--- src/rtl/rgbhsv_pkg.sv ---
`default_nettype none

package rgbhsv_pkg;

    localparam int CH_W   = 8;
    localparam int HUE_W  = 15;
    localparam int QUO_W  = 12;            // hue offset is at most 3840
    localparam int NUM_W  = CH_W + QUO_W;  // dividend width

    localparam logic [HUE_W-1:0] HUE_SECTOR = 15'd3840;
    localparam logic [HUE_W-1:0] HUE_CIRCLE = 15'd23040;

    typedef enum logic [2:0] {
        SEC_RED   = 3'b001,
        SEC_GREEN = 3'b010,
        SEC_BLUE  = 3'b100
    } t_sector;

    typedef struct packed {
        logic [CH_W-1:0] red_in;
        logic [CH_W-1:0] green_in;
        logic [CH_W-1:0] blue_in;
    } t_pix_in;

    typedef struct packed {
        logic [HUE_W-1:0] hue_out;
        logic [CH_W-1:0]  saturation_out;
        logic [CH_W-1:0]  value_out;
    } t_hsv_out;

    // per-pixel info that rides alongside the dividers
    typedef struct packed {
        logic [CH_W-1:0] value;
        logic [CH_W-1:0] delta;
        logic            neg;
        t_sector         sector;
        logic            black;
        logic            grey;
    } t_side;

endpackage

`default_nettype wire

--- src/rtl/rgbhsv_divider.sv ---
`default_nettype none

// Restoring divider, one quotient bit per stage.
// Caller guarantees quotient < 2**QUO_W, i.e. the top CH_W dividend bits are
// below the divisor.
module rgbhsv_divider (
    input  wire logic                            i_clk,
    input  wire logic                            i_en,
    input  wire logic [rgbhsv_pkg::NUM_W-1:0]    i_dividend,
    input  wire logic [rgbhsv_pkg::CH_W-1:0]     i_divisor,
    output logic      [rgbhsv_pkg::QUO_W-1:0]    o_quotient
);

    localparam int CW = rgbhsv_pkg::CH_W;
    localparam int QW = rgbhsv_pkg::QUO_W;

    logic [CW-1:0] r_rem [QW];
    logic [QW-1:0] r_lo  [QW];
    logic [QW-1:0] r_quo [QW];
    logic [CW-1:0] r_dv  [QW];

    logic [CW-1:0] n_rem [QW];
    logic [QW-1:0] n_lo  [QW];
    logic [QW-1:0] n_quo [QW];
    logic [CW-1:0] n_dv  [QW];

    always_comb begin
        logic [CW-1:0] s_rem;
        logic [QW-1:0] s_lo;
        logic [QW-1:0] s_quo;
        logic [CW-1:0] s_dv;
        logic [CW:0]   trial;
        for (int k = 0; k < QW; k++) begin
            if (k == 0) begin
                s_rem = i_dividend[rgbhsv_pkg::NUM_W-1:QW];
                s_lo  = i_dividend[QW-1:0];
                s_quo = '0;
                s_dv  = i_divisor;
            end else begin
                s_rem = r_rem[k-1];
                s_lo  = r_lo[k-1];
                s_quo = r_quo[k-1];
                s_dv  = r_dv[k-1];
            end
            trial = {s_rem, s_lo[QW-1]};
            if (trial >= {1'b0, s_dv}) begin
                n_rem[k] = CW'(trial - {1'b0, s_dv});
                n_quo[k] = {s_quo[QW-2:0], 1'b1};
            end else begin
                n_rem[k] = trial[CW-1:0];
                n_quo[k] = {s_quo[QW-2:0], 1'b0};
            end
            n_lo[k] = {s_lo[QW-2:0], 1'b0};
            n_dv[k] = s_dv;
        end
    end

    always_ff @(posedge i_clk) begin
        if (i_en) begin
            for (int k = 0; k < QW; k++) begin
                r_rem[k] <= n_rem[k];
                r_lo[k]  <= n_lo[k];
                r_quo[k] <= n_quo[k];
                r_dv[k]  <= n_dv[k];
            end
        end
    end

    assign o_quotient = r_quo[QW-1];

endmodule

`default_nettype wire

--- src/rtl/rgb_to_hsv_converter.sv ---
`default_nettype none

// RGB to HSV converter. Takes one 8-bit RGB pixel per clock and returns hue
// (1/64 degree, 0..23039), saturation (255 = 1.0, truncated) and value (max
// channel). Fully pipelined: one pixel per clock sustained while the output
// is not stalled. The pipeline is a min/max stage, a dividend stage, the two
// 12-stage restoring dividers (one quotient bit per stage) for saturation and
// hue offset, and an output register.
// When the output is held by i_stall the whole pipeline freezes and o_stall
// is raised.
module rgb_to_hsv_converter (
    input  wire logic                  i_clk,
    input  wire logic                  i_rst_n,
    input  wire logic                  i_valid,
    output logic                       o_stall,
    input  wire rgbhsv_pkg::t_pix_in   i_pix,
    output logic                       o_valid,
    input  wire logic                  i_stall,
    output rgbhsv_pkg::t_hsv_out       o_hsv
);

    localparam int CW = rgbhsv_pkg::CH_W;
    localparam int QW = rgbhsv_pkg::QUO_W;
    localparam int NW = rgbhsv_pkg::NUM_W;
    localparam int HW = rgbhsv_pkg::HUE_W;

    logic en;
    assign en      = !(o_valid && i_stall);
    assign o_stall = o_valid && i_stall;

    // ---- stage 1: max, min, sector, signed difference
    logic [CW-1:0]       r, g, b, mx, mn;
    logic [CW:0]         diff;
    rgbhsv_pkg::t_sector sec;
    rgbhsv_pkg::t_side   n_s1, r_s1;
    logic                r_s1_vld;
    logic [CW-1:0]       r_s1_abs;
    logic [CW-1:0]       n_s1_abs;

    always_comb begin
        r = i_pix.red_in;
        g = i_pix.green_in;
        b = i_pix.blue_in;
        mx = r;
        if (g > mx) mx = g;
        if (b > mx) mx = b;
        mn = r;
        if (g < mn) mn = g;
        if (b < mn) mn = b;
        if (r >= g && r >= b) begin
            sec  = rgbhsv_pkg::SEC_RED;
            diff = {1'b0, g} - {1'b0, b};
        end else if (g >= b) begin
            sec  = rgbhsv_pkg::SEC_GREEN;
            diff = {1'b0, b} - {1'b0, r};
        end else begin
            sec  = rgbhsv_pkg::SEC_BLUE;
            diff = {1'b0, r} - {1'b0, g};
        end
        n_s1.value  = mx;
        n_s1.delta  = mx - mn;
        n_s1.neg    = diff[CW];
        n_s1.sector = sec;
        n_s1.black  = (mx == '0);
        n_s1.grey   = (mx == mn);
        n_s1_abs    = diff[CW] ? CW'(-diff) : diff[CW-1:0];
    end

    always_ff @(posedge i_clk) begin
        if (!i_rst_n) begin
            r_s1_vld <= 1'b0;
        end else if (en) begin
            r_s1_vld <= i_valid;
        end
        if (en) begin
            r_s1     <= n_s1;
            r_s1_abs <= n_s1_abs;
        end
    end

    // ---- stage 2: dividends 255*delta and |diff|*3840
    rgbhsv_pkg::t_side r_s2;
    logic              r_s2_vld;
    logic [NW-1:0]     r_hue_num, r_sat_num;

    always_ff @(posedge i_clk) begin
        if (!i_rst_n) begin
            r_s2_vld <= 1'b0;
        end else if (en) begin
            r_s2_vld <= r_s1_vld;
        end
        if (en) begin
            r_s2      <= r_s1;
            r_hue_num <= {r_s1_abs, 12'd0} - {4'd0, r_s1_abs, 8'd0};
            r_sat_num <= {4'd0, r_s1.delta, 8'd0} - {12'd0, r_s1.delta};
        end
    end

    // ---- dividers, with sideband delayed alongside
    logic [QW-1:0] hue_q, sat_q;

    rgbhsv_divider u_hue_div (
        .i_clk      (i_clk),
        .i_en       (en),
        .i_dividend (r_hue_num),
        .i_divisor  (r_s2.delta),
        .o_quotient (hue_q)
    );

    rgbhsv_divider u_sat_div (
        .i_clk      (i_clk),
        .i_en       (en),
        .i_dividend (r_sat_num),
        .i_divisor  (r_s2.value),
        .o_quotient (sat_q)
    );

    rgbhsv_pkg::t_side r_side [QW];
    logic [QW-1:0]     r_vld;

    always_ff @(posedge i_clk) begin
        if (!i_rst_n) begin
            r_vld <= '0;
        end else if (en) begin
            r_vld <= {r_vld[QW-2:0], r_s2_vld};
        end
        if (en) begin
            r_side[0] <= r_s2;
            for (int k = 1; k < QW; k++) begin
                r_side[k] <= r_side[k-1];
            end
        end
    end

    // ---- output stage: sector base, sign, special cases
    rgbhsv_pkg::t_side    sd;
    rgbhsv_pkg::t_hsv_out n_out;
    logic [HW-1:0]        base, q_ext;

    always_comb begin
        sd    = r_side[QW-1];
        q_ext = HW'(hue_q);
        case (sd.sector)
            rgbhsv_pkg::SEC_RED:   base = '0;
            rgbhsv_pkg::SEC_GREEN: base = HW'(2 * rgbhsv_pkg::HUE_SECTOR);
            rgbhsv_pkg::SEC_BLUE:  base = HW'(4 * rgbhsv_pkg::HUE_SECTOR);
            default:               base = '0;
        endcase
        n_out.value_out      = sd.value;
        n_out.saturation_out = sd.black ? '0 : sat_q[CW-1:0];
        if (sd.black || sd.grey) begin
            n_out.hue_out = '0;
        end else if (!sd.neg) begin
            n_out.hue_out = base + q_ext;
        end else if (base == '0 && q_ext != '0) begin
            // red sector, green below blue: wrap around the circle
            n_out.hue_out = rgbhsv_pkg::HUE_CIRCLE - q_ext;
        end else begin
            n_out.hue_out = base - q_ext;
        end
    end

    always_ff @(posedge i_clk) begin
        if (!i_rst_n) begin
            o_valid <= 1'b0;
        end else if (en) begin
            o_valid <= r_vld[QW-1];
        end
        if (en) begin
            o_hsv <= n_out;
        end
    end

    // ---- checks
    a_hue_range: assert property (@(posedge i_clk) disable iff (!i_rst_n)
        o_valid |-> o_hsv.hue_out < rgbhsv_pkg::HUE_CIRCLE)
        else $error("hue out of range");

    a_black: assert property (@(posedge i_clk) disable iff (!i_rst_n)
        (o_valid && o_hsv.value_out == '0) |->
            (o_hsv.saturation_out == '0 && o_hsv.hue_out == '0))
        else $error("black pixel with nonzero hue or saturation");

    a_grey_hue: assert property (@(posedge i_clk) disable iff (!i_rst_n)
        (o_valid && o_hsv.saturation_out == '0) |-> o_hsv.hue_out == '0)
        else $error("zero saturation with nonzero hue");

    a_enter: assert property (@(posedge i_clk) disable iff (!i_rst_n)
        (i_valid && !o_stall) |=> r_s1_vld)
        else $error("accepted beat lost at pipeline entry");

endmodule

`default_nettype wire
--- config.mk ---
export PLATFORM = sky130hd
export DESIGN_NAME = rgb_to_hsv_converter
export DESIGN_NICKNAME = d
export VERILOG_FILES = /design/src/rtl/rgbhsv_pkg.sv /design/src/rtl/rgbhsv_divider.sv /design/src/rtl/rgb_to_hsv_converter.sv
export SDC_FILE = /design/constraint.sdc
export NUM_CORES = 2
export LEC_CHECK = 0
export BUFFER_PORTS_ARGS = -buffer_cell sky130_fd_sc_hd__buf_2
export CELL_PAD_IN_SITES_DETAIL_PLACEMENT = 0
export CELL_PAD_IN_SITES_GLOBAL_PLACEMENT = 2
export CORE_UTILIZATION = 45
export DETAILED_ROUTE_END_ITERATION = 16
export GPL_TIMING_DRIVEN = 0
export MAX_ROUTING_LAYER = met4
export PLACE_DENSITY = 0.86
export SLEW_MARGIN = 5
export SYNTH_ARGS = -nofsm -noshare
export SYNTH_HDL_FRONTEND = slang
export SYNTH_SLANG_ARGS = --single-unit
--- constraint.sdc ---
create_clock -name i_clk -period 27.5 [get_ports i_clk]
set_input_delay 1.375 -clock i_clk [delete_from_list [all_inputs] [get_ports i_clk]]
set_output_delay 1.375 -clock i_clk [all_outputs]
set_load 0.005 [all_outputs]
# --- Word-level counts from Yosys, hierarchy flattened ---
# Memory sizes are Yosys's and may differ from the RTL's. A register that Yosys moved wholly into a read port is not among the register bits.
# Cells that the tools add are included.
op_classes:
  add_sub_neg: 34
  magnitude_cmp: 31
  n_eq_ne: 3
  muxes: 60
  n_reduce_logical: 8
ops:
  columns: ["op", "n"]
  rows:
  - ["$mux 8", 29]
  - ["$ge 9x8->1", 24]
  - ["$sub 8x8->8", 25]
  - ["$mux 15", 2]
  - ["$pmux 14 s2", 1]
  - ["$sub 8x8->9", 3]
  - ["$mux 1", 25]
  - ["$ge 8x8->1", 3]
  - ["$sub 20x16->20", 1]
  - ["$mux 9", 2]
  - ["$sub 16x8->17", 1]
  - ["$gt 8x8->1", 2]
  - ["$lt 8x8->1", 2]
  - ["$add 15x12->15", 1]
  - ["$logic_not 15->1", 1]
  - ["$sub 15x12->15", 1]
  - ["$sub 15x12->15 const A", 1]
  - ["$reduce_bool 12->1", 1]
  - ["$eq 8x8->1", 1]
  - ["$logic_not 8->1", 1]
  - ["$neg 8->8", 1]
  - ["$eq 3x2->1 const B", 1]
  - ["$eq 3x3->1 const B", 1]
  - ["$logic_and 1x1->1", 3]
  - ["other kinds (3)", 3]
totals:
  reg_bits: 127
  ram_bits: 1200
  input_bits: 28
  output_inout_bits: 33
  wordCells: 166
  mem_count: 9
memory_table:
  columns: ["name", "words", "word_bits", "rd", "rd_ports_with_merged_regs", "write_ports", "line", "text"]
  rows:
  - ["r_side", 12, 22, 12, 0, 12, "rgb_to_hsv_converter.sv:118", "rgbhsv_pkg::t_side r_side [QW];"]
  - ["u_hue_div.r_quo", 12, 12, 12, 0, 12, "rgbhsv_divider.sv:19", "logic [QW-1:0] r_quo [QW];"]
  - ["u_sat_div.r_quo", 12, 12, 12, 1, 12, "rgbhsv_divider.sv:19", null]
  - ["u_hue_div.r_lo", 12, 11, 11, 0, 12, "rgbhsv_divider.sv:18", "logic [QW-1:0] r_lo [QW];"]
  - ["u_sat_div.r_lo", 12, 11, 11, 0, 12, "rgbhsv_divider.sv:18", null]
  - ["u_hue_div.r_dv", 12, 8, 11, 0, 12, "rgbhsv_divider.sv:20", "logic [CW-1:0] r_dv [QW];"]
  - ["+3 memories", null, null, null, null, null, null, null]

# --- Depth between registers and ports, before layout ---
# An unclocked memory read counts as a cell.
depth:
  word_depth: 7
  mapped_depth: 25
  depth_no_buf: 23

# --- Modules after synthesis ---
# A second synthesis with hierarchy kept.
hier_totals:
  hier_cells: 3107
  area_unflattened_um2: 42921.2
modules_own_cells:
  columns: ["mod", "n_inst", "cells_per_inst", "area_each_um2", "seq_area_each_um2"]
  rows:
  - ["rgbhsv_divider (u_hue_div)", 1, 1095, 15058.2, 9609.2]
  - ["rgbhsv_divider (u_sat_div)", 1, 1064, 14826.7, 9609.2]
  - ["rgb_to_hsv_converter", 1, 948, 13036.3, 8678.3]

# --- Worst setup path after synthesis ---
# No wires, ideal clock.
synth_path:
  kind: "input-to-reg"
  startpoint: "in i_stall"
  endpoint: "reg o_hsv[0] in the netlist's numbering, enable pin"
  setup_time_ns: 1.361
  arrival_time_ns: 21.005
  required_ns: 26.139
  slack_ns: 5.134
  stages: 2
  n_path_buf: 1
  cell_sequence: "nand2_1 -> clkbuf_1"
synth_via:
  elab_chain_len: 1
synth_rtl:
  columns: ["element", "line", "text"]
  rows:
  - ["from (decl)", "rgb_to_hsv_converter.sv:18", "input wire logic i_stall,"]
  - ["$logic_and 1x1->1", "rgb_to_hsv_converter.sv:28", "assign en = !(o_valid && i_stall);"]
  - ["to (signal assigned)", "rgb_to_hsv_converter.sv:170", "o_hsv <= n_out;"]
  - ["to (decl)", "rgb_to_hsv_converter.sv:19", "output rgbhsv_pkg::t_hsv_out o_hsv"]
# Every way passes these cells.
# A chain may end at the register's enable or synchronous reset.

==> run metrics <==
status finished, final reports clean; clk sink count 733; Syn Nets 2959; worst path required time 27850 ps; setup repair bufs after CTS 0; Seq/Total Area, Yosys 62.1%; CP max stage cell a2111oi_4; vias in the first global route 20.2k; core area 77500 sq um; Skew-Pair Late Insertion Delay 610 ps; Max clock buf depth 3; clk_skew 23.4 ps; RSZ-0062 raised after global routing false; hold path cells 0; post-route insts no fill 3904; DIE AREA 79300 sq um; hold_buf cts 0; crit end category register; IO buf count 60; Post-Synthesis Cells 2652; largest area contributor in the netlist edfxtp_1; final period utilization 22.4%; ys flop type edfxtp_1; met1 Use GR 16.0%; setup ws final 21340 ps; Seq cells post-synth 733; top-count cell post-synth edfxtp_1; mapped cell area 35200 sq um; DR iter-0 viols 837; Static Leakage 16.3 nW; number of max-cap violations 0; Antenna Cells 0; Synth top area share 61.3%; WS Path Type in -> reg; first-pass GRT wire length 94800 um; CTS tree yes; cts bufs inserted 77; io pins 61; final hold vios 0; worst-path cell chain buf_2 -> inv_1 -> ha_1 -> nand3_1 -> nor2_1 -> a2111oi_4 -> buf_2 -> mux2i_1 -> ha_1 -> a21o_1 -> a21o_1 -> a211o_1 -> a22o_1 -> buf_4 -> mux2i_1 -> ha_1 -> clkbuf_1 -> nand3_1 -> nand2_1 -> a211oi_1 -> a21oi_1 -> xor2_1; nets@finish 3109; CP top delay family compound AO/OA/AOI/OAI gates; Worst Reg-to-Reg Cells 11; post-synth cell types 66; grt met2 use 28.2%; largest net degree at the start of global routing 73; H-tree levels 3; Fin Setup TNS 0 ps; Antenna Nets Post-Route 0; post-synthesis async set-or-reset flop share 0%; multi-input logic area 11900 sq um; EDFF count, synth 718; Max VDD drop 0.0472 mV; via count 19.5k; Setup WS pre-CTS 20730 ps; initial antenna violation count 0; worst-path fanout max 10; routability cong. 0.848; Slew @ Worst Pin 1010 ps; global route overflow 0; GRT Max-Usage Layer met2; Period minus WS final 6160 ps; Root Driver clkbuf_16; CP Data Arrival Time 6510 ps; Max stage delay on crit path 570 ps; Final Slew Violations 0; via/cell ratio 5.00; met3 usage 2.28%; worst min path class reg -> reg; top cells by count, synth 718 x edfxtp_1, 356 x inv_1, 253 x ha_1; DRC viols 0; row count 102; syn_area_per_cell 13.3 sq um; placed inst area 37100 sq um; Slew HR 32.8%; register area 21900 sq um; DRT Pass-1 Iters 5; Synth Warn # 0; Design Area, Final 39600 sq um; hold slack final 411 ps; Initial Util 45.4%; die width 282 um; FILL cells 6571; GRT Util Overall 15.1%; cell mode on critical path ha_1; Layout area overhead 12.6%; Worst path depth 22; DP HPWL 41400 um; post-CTS sizing 0; routed wire length per instance 14.6 um; number of buffers and inverters on the critical path 5; Fmax 162 MHz; Setup crit start kind primary input; final setup vio count 0; DIE HEIGHT 282 um; layout cell share with drive strength beyond 1 10.8%; Cells after DPL 3763; WL final 57000 um; PwrDens 127 nW/um^2; Synth area leaders edfxtp_1 61%, ha_1 9.0%, inv_1 3.8%; clock-pin slew on the worst setup and hold paths 60 ps
flip-flops by register name, summed over array words and instances, names as in the netlist:
register,cells
o_valid,1
r_s1,22
r_s1_abs,8
r_s2,22
r_s2_vld,1
u_sat_div.r_rem,88
r_side,238
o_hsv,31
r_sat_num,16
u_hue_div.r_quo,78
u_sat_div.r_dv,18
r_hue_num,12
r_vld,12
u_sat_div.r_quo,36
u_hue_div.r_rem,88
r_s1_vld,1
u_hue_div.r_lo,6
u_sat_div.r_lo,55
area by class of cell:
class                   count  area share [%]
flip-flops and latches    733            55.2
plain buffers              16           0.174
well taps                1040            3.28
clock buffers              92            5.06
repair buffers             71            1.52
clock inverters            49            1.34
multi-input cells        1546            30.1
inverters                 357            3.38
layout by cell type, fill, tap and decap left out, types with 61 or more instances in the layout:
master     Yosys  layout
clkbuf_16      0      78
edfxtp_1     718     718
o21ai_0      139     139
inv_1        356     356
mux2i_1       68      68
mux2_2       112     112
buf_2          1      61
a21oi_1       66      66
a21boi_0      77      77
nor2_1       238     238
xnor2_1       84      84
nor2b_1       63      63
nand2_1      117     117
ha_1         253     253
path summary, 6_finish.rpt:
kind / end / slack (ps) / from
setup / recovery: r_s1[12]$_DFFE_PN_ / 21340 / i_pix[14]
hold / removal: u_hue_div.r_quo[2][2]$_DFFE_PN_ / 410 / u_hue_div.r_quo[1][37]$_DFFE_PN_
setup reg to reg: u_hue_div.r_rem[0][18]$_DFFE_PN_ / 24000 / r_side[0][29]$_DFFE_PN_
hold reg to reg: u_hue_div.r_quo[2][2]$_DFFE_PN_ / 410 / u_hue_div.r_quo[1][37]$_DFFE_PN_
per-layer routing:
layer  vias to the layer above  part of all wire, %
met3                       102                  3.1
met1                      9357                   40
met2                       236                   55
li1                       9828                    -
met4                         0                  2.5
met5                         -                    0
metrics by stage:
step                total power [mW]  util [%]
floorplan                       3.54         -
global placement                3.95      47.5
detailed placement              4.01      47.9
CTS                             5.09      51.2
global route                    5.41      51.2
finish                          5.02      51.2
power breakdown:
| group | leakage, nW | switching [mW] | internal (mW) |
|---|---|---|---|
| Clock | 1.23 | 0.413 | 0.624 |
| Combinational | 7.40 | 0.969 | 0.920 |
| Sequential | 7.68 | 0.211 | 1.88 |
cell families (layout without fill, tap and decap cells):
| kind of cell | count (synthesis) | in the layout | synth area share, % |
|---|---|---|---|
| xor+xnor | 123 | 123 | 3.06 |
| buf+inv | 373 | 585 | 3.99 |
| other cells | 1 | 1 | 0.0107 |
| mux | 181 | 181 | 5.56 |
| simple gates | 551 | 551 | 7.29 |
| fa+ha+maj | 281 | 281 | 10.5 |
| flops | 733 | 733 | 62.1 |
| compound gates | 409 | 409 | 7.42 |
(Power assumes the default switching activity.)
